===== src/rtl/piecewise_linear_table_interp_top_macros.svh =====
// Assertion macros for the piecewise-linear table block.
`ifndef PIECEWISE_LINEAR_TABLE_INTERP_TOP_MACROS_SVH
`define PIECEWISE_LINEAR_TABLE_INTERP_TOP_MACROS_SVH

// Same-cycle implication, off while in reset.
`define PLTI_ASSERT_NOW(label, ante, cons, msg) \
  label: assert property (@(posedge clk) disable iff (rst) (ante) |-> (cons)) \
    else $error(msg);

// Next-cycle implication, off while in reset.
`define PLTI_ASSERT_NEXT(label, ante, cons, msg) \
  label: assert property (@(posedge clk) disable iff (rst) (ante) |=> (cons)) \
    else $error(msg);

`endif


===== src/rtl/plti_pkg.sv =====
// Shared constants and types of the piecewise-linear table block.
package plti_pkg;

  localparam int XW       = 32;  // Q16.16 word
  localparam int DW       = 33;  // abscissa difference
  localparam int PW       = 65;  // product
  localparam int SW       = 66;  // sum of products
  localparam int DIV_STEPS = 32;
  localparam int DIV_CW   = 5;

  localparam logic [1:0] CMD_CLEAR  = 2'd0;
  localparam logic [1:0] CMD_APPEND = 2'd1;
  localparam logic [1:0] CMD_EVAL   = 2'd2;

  localparam logic [2:0] ST_OK    = 3'd0;
  localparam logic [2:0] ST_FEW   = 3'd1;
  localparam logic [2:0] ST_ORDER = 3'd2;
  localparam logic [2:0] ST_FULL  = 3'd3;
  localparam logic [2:0] ST_SAT   = 3'd4;

  typedef enum logic [2:0] {
    OP_NONE,
    OP_DIFF,
    OP_MUL0,
    OP_MUL1,
    OP_ADD,
    OP_ABS,
    OP_CHECK,
    OP_DIV
  } op_t;

  typedef struct packed {
    op_t  op;
    logic load_lo;
    logic load_hi;
  } arith_ctl_t;

  typedef struct packed {
    logic          big;
    logic          div_last;
    logic          sat;
    logic [XW-1:0] value;
  } arith_sts_t;

endpackage


===== src/rtl/plti_arith.sv =====
// Shared interpolation datapath: differences, one multiplier, sum, magnitude, serial divide.
module plti_arith (
  input  logic                            clk,
  input  plti_pkg::arith_ctl_t            ctl,
  input  logic signed [plti_pkg::XW-1:0]  q,
  input  logic signed [plti_pkg::XW-1:0]  rd_x,
  input  logic signed [plti_pkg::XW-1:0]  rd_y,
  output plti_pkg::arith_sts_t            sts
);

  logic signed [plti_pkg::XW-1:0] x0, y0, x1, y1;
  logic signed [plti_pkg::DW-1:0] da, db;
  logic [plti_pkg::XW-1:0]        d;
  logic signed [plti_pkg::PW-1:0] prod;
  logic signed [plti_pkg::SW-1:0] acc;
  logic                           neg;
  logic                           big;
  logic [plti_pkg::XW-1:0]        rem;
  logic [plti_pkg::XW-1:0]        dvd;   // low dividend bits out, quotient bits in
  logic [plti_pkg::DIV_CW-1:0]    cnt;

  logic signed [plti_pkg::XW-1:0] mul_a;
  logic signed [plti_pkg::DW-1:0] mul_b;
  logic signed [plti_pkg::PW-1:0] mul_out;
  logic [plti_pkg::XW:0]          div_t;
  logic [plti_pkg::XW:0]          div_diff;
  logic                           div_ge;
  logic [plti_pkg::XW-1:0]        div_rem;

  assign mul_a   = (ctl.op == plti_pkg::OP_MUL0) ? y0 : y1;
  assign mul_b   = (ctl.op == plti_pkg::OP_MUL0) ? da : db;
  assign mul_out = mul_a * mul_b;

  assign div_t    = {rem, dvd[plti_pkg::XW-1]};
  assign div_ge   = div_t >= {1'b0, d};
  assign div_diff = div_t - {1'b0, d};
  assign div_rem  = div_ge ? div_diff[plti_pkg::XW-1:0] : div_t[plti_pkg::XW-1:0];

  always_ff @(posedge clk) begin
    if (ctl.load_lo) begin
      x0 <= rd_x;
      y0 <= rd_y;
    end
    if (ctl.load_hi) begin
      x1 <= rd_x;
      y1 <= rd_y;
    end
    case (ctl.op)
      plti_pkg::OP_DIFF: begin
        da <= {x1[plti_pkg::XW-1], x1} - {q[plti_pkg::XW-1], q};
        db <= {q[plti_pkg::XW-1], q} - {x0[plti_pkg::XW-1], x0};
        d  <= x1 - x0;   // x strictly increasing, so the wrapped difference is exact
      end
      plti_pkg::OP_MUL0: prod <= mul_out;
      plti_pkg::OP_MUL1: begin
        prod <= mul_out;
        acc  <= {prod[plti_pkg::PW-1], prod};
      end
      plti_pkg::OP_ADD: acc <= acc + {prod[plti_pkg::PW-1], prod};
      plti_pkg::OP_ABS: begin
        neg <= acc[plti_pkg::SW-1];
        if (acc[plti_pkg::SW-1]) begin
          acc <= -acc;
        end
      end
      plti_pkg::OP_CHECK: begin
        // quotient fits 32 bits only if the upper dividend half is below d
        big <= acc[plti_pkg::SW-2:plti_pkg::XW] >= {1'b0, d};
        rem <= acc[2*plti_pkg::XW-1:plti_pkg::XW];
        dvd <= acc[plti_pkg::XW-1:0];
        cnt <= '0;
      end
      plti_pkg::OP_DIV: begin
        rem <= div_rem;
        dvd <= {dvd[plti_pkg::XW-2:0], div_ge};
        cnt <= cnt + 1'b1;
      end
      default: ;
    endcase
  end

  always_comb begin
    sts.big      = big;
    sts.div_last = cnt == plti_pkg::DIV_CW'(plti_pkg::DIV_STEPS - 1);
    if (neg) begin
      sts.sat   = big || (dvd > 32'h8000_0000);
      sts.value = sts.sat ? 32'h8000_0000 : (~dvd + 1'b1);
    end else begin
      sts.sat   = big || dvd[plti_pkg::XW-1];
      sts.value = sts.sat ? 32'h7FFF_FFFF : dvd;
    end
  end

endmodule


===== config.mk =====
export PLATFORM = sky130hd
export DESIGN_NAME = plti_arith
export DESIGN_NICKNAME = d
export VERILOG_FILES = /design/src/rtl/piecewise_linear_table_interp_top_macros.svh /design/src/rtl/plti_pkg.sv /design/src/rtl/plti_arith.sv
export SDC_FILE = /design/constraint.sdc
export NUM_CORES = 2
export LEC_CHECK = 0
export ABC_CLOCK_PERIOD_IN_PS = 17990
export BUFFER_PORTS_ARGS = -buffer_cell sky130_fd_sc_hd__buf_2
export CAP_MARGIN = 5
export CORE_MARGIN = 2
export CORE_UTILIZATION = 40
export DETAILED_ROUTE_END_ITERATION = 6
export PLACE_DENSITY = 0.55
export SETUP_SLACK_MARGIN = 0.4
export SYNTH_ARGS = -nofsm -noshare
export SYNTH_HDL_FRONTEND = slang
export SYNTH_SLANG_ARGS = --single-unit

===== constraint.sdc =====
create_clock -name clk -period 17.99 [get_ports clk]
set_clock_uncertainty 0.05 [all_clocks]
set_input_delay 0.8995 -clock clk [delete_from_list [all_inputs] [get_ports clk]]
set_output_delay 0.8995 -clock clk [all_outputs]
set_load 0.01 [all_outputs]

# --- Word-level counts from Yosys, hierarchy flattened ---
# Cells that the tools add are included.
op_classes:
  magnitude_cmp: 3
  add_sub_neg: 8
  reduce_logical: 6
  shifts: 0
  n_mul: 1
  muxes: 11
  bitwise: 1
  n_div: 0
  n_eq_ne: 9
op_table:
  columns: ["operator", "n"]
  rows:
  - ["case mux 66 bit (3 select lines)", 1]
  - ["2-to-1 mux 32 bit", 4]
  - ["case mux 32 bit (2 select lines)", 2]
  - ["adder 66 bit", 1]
  - [">= comparator 33 x 32 -> 1 bit", 2]
  - ["2-to-1 mux 33 bit", 2]
  - ["2-to-1 mux 66 bit", 1]
  - ["negator 66 bit", 1]
  - ["subtractor 32 x 32 -> 33 bit", 2]
  - ["multiplier 32 x 33 -> 65 bit", 1]
  - ["subtractor 32 bit", 2]
  - ["adder 32 x 1 -> 32 bit (second input constant)", 1]
  - ["> comparator 32 bit (second input constant)", 1]
  - ["inverter 32 bit", 1]
  - ["== test 3 bit (second input constant)", 4]
  - ["case mux 5 bit (2 select lines)", 1]
  - ["== test 3 x 2 -> 1 bit (second input constant)", 2]
  - ["adder 5 x 1 -> 5 bit (second input constant)", 1]
  - ["== test 5 bit (second input constant)", 1]
  - ["== test 3 x 1 -> 1 bit (second input constant)", 1]
  - ["nonzero test 3 bit", 1]
  - ["logical OR 1 bit", 2]
  - ["inequality test 2 bit (second input constant)", 1]
  - ["AND reduction 2 bit", 1]
  - ["2 further kinds", 2]
word_totals:
  ramBits: 0
  input_bits: 102
  register_bits: 428
  wordCells: 54
  romBits: 0
  latch_bits: 0
  n_memories: 0

# --- Logic depth before layout (Yosys ltp) ---
depth:
  ltp_word: 4
  depth_mapped: 39

# --- Worst setup path before layout ---
# OpenSTA, ideal clock, no wires.
synth_path:
  path_type: "input to register"
  startpoint: "in ctl[4] (netlist name)"
  endpoint: "reg prod[63] (netlist name), data pin"
  arrival_ns: 13.493
  slack_ns: 4.183
  path_buffers: 5
  cell_stages: 36
  setup_ns: 0.264
  path_cell_list: "nor2b_1 > and2_1 > clkbuf_1 > buf_1 > clkbuf_1 > mux2i_1 > clkbuf_1 > nor2_1 > fa_1 > inv_1 > fa_1 > fa_1 > inv_1 > fa_1 > inv_1 > fa_1 > inv_1 > fa_1 > fa_1 > inv_1 > fa_1 > inv_1 > ha_1 > clkbuf_1 > a21oi_1 > o211ai_1 > nor3_1 > or4b_2 > o21ai_0 > o211ai_1 > a31oi_1 > nor2_1 > a2111oi_0 > o21ai_0 > a221oi_1 > xnor2_1"
synth_via:
  elab_chain_len: 3
  elab_cells_between_ends: 4
  cone_classes: "mul: 1; eq/ne: 1; mux: 2"
synth_rtl:
  columns: ["element", "line_no", "text"]
  rows:
  - ["from (decl)", "plti_arith.sv:4", "input plti_pkg::arith_ctl_t ctl,"]
  - ["== test 3 x 2 -> 1 bit *", "plti_arith.sv:30, plti_arith.sv:31", null]
  - ["2-to-1 mux 32 bit or 2-to-1 mux 33 bit (tied branches)", "plti_arith.sv:30, plti_arith.sv:31", null]
  - ["multiplier 32 x 33 -> 65 bit *", "plti_arith.sv:32", "assign mul_out = mul_a * mul_b;"]
  - ["via mul_out, one bit", "plti_arith.sv:24", "logic signed [plti_pkg::PW-1:0] mul_out;"]
  - ["to (signal assigned)", "plti_arith.sv:54", "plti_pkg::OP_MUL0: prod <= mul_out;"]
  - ["to (signal assigned)", "plti_arith.sv:56", "prod <= mul_out;"]
  - ["to (decl)", "plti_arith.sv:14", "logic signed [plti_pkg::PW-1:0] prod;"]
# The timed path passes the listed nets; every way through them passes the cells marked *.
# A chain may end at the register's enable or synchronous reset.

# --- Final worst setup path ---
layout_path:
  startpoint: "in ctl[3] (netlist name)"
  endpoint: "reg prod[63] (netlist name), data pin"
# Same word-level chain as after synthesis.

==> impl_metrics.json <==
{
  "run_status": "completed",
  "required_ns": 18.32,
  "worst_pin_slew_ns": 1.10,
  "finalCritPeriodShare_pct": 66.1,
  "finalHoldViolations": 0,
  "rsz0062_at_grt": "false",
  "start_kind": "primary input",
  "track_usage_pct": 27.4,
  "antenna_found_initial": 11,
  "grt_max_degree": 120,
  "start_util_pct": 40.2,
  "cap_viol_max_count": 0,
  "area_growth_pct": 7.85,
  "crit_fanout": 119,
  "cts.sinks": 428,
  "worstHoldStart": "rd_x[21]",
  "clockBufferDepth": 3,
  "io_pins": 137,
  "dieArea_um2": 164000,
  "insertion_delay_ns": 0.65,
  "gp_congestion": 0.970,
  "crit_top_cell": "fa_1",
  "dieHeight_um": 406,
  "grt_first_pass_wirelength_mm": 332,
  "path_class": "in2reg",
  "hold_path_class": "in2reg",
  "r2r_cells": 24,
  "vias": 49500,
  "fin_crit_ns": 11.89,
  "holdPathStages": 1,
  "rr_endpoint": "prod[63]",
  "syn_avg_cell_area_um2": 9.52,
  "drv_slew": 0,
  "fmax_ghz": 0.0841,
  "r2r_slack_ns": 7.87,
  "min_to": "x1[21]",
  "fin_setup_tns_ns": 0,
  "ant_nets": 0,
  "arrival_ns": 12.22,
  "cts_made_buffers": 50,
  "grt_pass1_vias": 51100,
  "syn-instance-count": 6774,
  "drc": 0,
  "cts_max_level": 2,
  "post_drt_wl_per_cell_um": 24.7,
  "cts_hold_buf": 0,
  "endpoint_kind": "register",
  "drive_gt1_share_pct": 6.59,
  "synth.top_cells.by_area": "fa_1 35%, edfxtp_1 20%, ha_1 8.0%",
  "dieWidth_um": 406,
  "cpMaxStageDelayCell": "a2111oi_0",
  "port_buffers": 136,
  "ys_ff_latch": 428,
  "synth_top_cell_by_area": "fa_1",
  "drt_iter0_drc": 4376,
  "yosysWarnings": 0,
  "r2r_start": "y0[3]",
  "slowest_delay_ns": 0.82,
  "first_pass_iters": 5,
  "syn_nets": 8407,
  "hpwl_mm": 173,
  "syn_area_um2": 64500,
  "synthArstFlopShare_pct": 0,
  "totalWireLength_mm": 223,
  "finalSetupViolations": 0,
  "fin_nets": 8443,
  "synth.yosys.seq_area_share_pct": 19.9,
  "core-area_um2": 160000,
  "synth_edf_count": 428,
  "postCtsSetupBuffers": 0,
  "path_clk_slew_ns": 0.06,
  "synth.distinct_cells": 76,
  "yosysTopAreaCellShare_pct": 34.7,
  "cts_tree": "built",
  "relSlewSlack_pct": 26.2,
  "num_rows": 147,
  "cts_resized": 0,
  "synth_ff_type": "edfxtp_1",
  "vias_per_cell": 5.49,
  "gr-total-overflow": 0,
  "root_buffer": "clkbuf_16"
}
-- per-layer routing --
layer	share of wire (%)	vias to the layer above	global-route usage [%]	routed length, um
met5	0.026	-	0	57
met4	5.0	8	11.5	11200
met3	9.6	453	6.65	21300
met2	44	2170	42.9	98900
met1	41	25000	36.2	91300
li1	-	21800	-	-
-- per-stage QoR --
step | hold slack (ns) | setup WS, ns | instance area (um2) | util (%) | instances
after floorplan | 0.454 | 4.18 | 64500 | - | 6774
after global placement | 0.496 | 5.80 | 68000 | 42.4 | 8918
after detailed placement | 0.513 | 5.53 | 68000 | 42.4 | 8918
after CTS | 0.342 | 6.16 | 69600 | 43.4 | 9005
after global routing | 0.357 | 5.45 | 69600 | 43.4 | 9006
final | 0.386 | 6.10 | 69600 | 43.4 | 9011
-- sequential cells by signal, indices dropped and copies added (netlist names), 33 cells and up --
| name | cells |
|---|---|
| prod | 65 |
| db | 33 |
| da | 33 |
| acc | 66 |
-- how the worst max path moves through the flow --
stage	startpoint	endpoint	slack [ns]	depth (start not counted)
after floorplan	ctl[4]	prod[63]	4.18	36
after global placement	ctl[3]	prod[63]	5.80	32
after detailed placement	ctl[3]	prod[63]	5.53	32
after CTS	ctl[3]	prod[63]	6.16	32
after global routing	ctl[3]	prod[63]	5.45	32
final	ctl[3]	prod[63]	6.10	31
-- cells by family after synthesis --
| group | count (synthesis) | synth area share, % |
|---|---|---|
| simple gates | 1983 | 13.1 |
| fa+ha+maj | 1531 | 42.7 |
| buf+inv | 1456 | 8.48 |
| compound gates | 948 | 9.57 |
| flops | 428 | 19.9 |
| xor+xnor | 298 | 4.05 |
| mux | 130 | 2.14 |
-- cell type report --
class / count / area [um2]
Inverter: 1205 / 4520
Sequential cell: 428 / 12900
Tap cell: 2160 / 2700
Antenna cell: 6 / 15.0
Timing Repair Buffer: 235 / 1440
Clock buffer: 56 / 1270
Fill cell: 15700 / 90800
Clock inverter: 31 / 323
Multi-Input combinational cell: 4890 / 46400
-- cells in the mapped netlist (all sizes together) (17+ instances only) --
| master | count |
|---|---|
| and2 | 23 |
| nor4 | 23 |
| a31oi | 45 |
| nand2b | 39 |
| nor2 | 738 |
| o311ai | 30 |
| o221ai | 17 |
| ha | 414 |
| clkbuf | 215 |
| xor2 | 106 |
| xnor2 | 192 |
| a21oi | 222 |
| edfxtp | 428 |
| nor2b | 54 |
| nand2 | 814 |
| nor3 | 78 |
| o21ai | 219 |
| a22oi | 36 |
| buf | 36 |
| nand3 | 81 |
| nand4 | 34 |
| fa | 1117 |
| inv | 1204 |
| o21a | 51 |
| a21o | 114 |
| and3 | 20 |
| or3 | 28 |
| o211ai | 22 |
| a211oi | 28 |
| mux2i | 68 |
| o21bai | 39 |
| mux2 | 62 |
-- placed cells by master (no fill, tap or decap), types with 28 or more instances in the layout --
cell / count
o21ai_0: 219
nand3_1: 81
o21a_1: 51
nand2_1: 812
nor2_1: 738
o21bai_1: 39
mux2_2: 62
nand2b_1: 38
a22oi_1: 35
a31oi_1: 45
a211oi_1: 28
mux2i_2: 33
edfxtp_1: 428
clkbuf_16: 50
xnor2_1: 192
o311ai_0: 30
buf_4: 100
buf_2: 134
inv_1: 1204
xor2_1: 106
nand4_1: 33
a21o_1: 114
nor2b_1: 52
nor3_1: 75
fa_1: 1117
ha_1: 414
a21oi_1: 221
mux2i_1: 28
-- worst max-delay path: cells and delay by family --
kind	cells	cell delay (ns)
fa+ha+maj	9	4.46
compound gates	8	2.83
simple gates	6	1.58
buf+inv	6	1.11
mux	1	0.81
xor+xnor	1	0.10
Power is not shown: default switching activity piles up to over one toggle a cycle in this logic, so the estimate is an artifact.
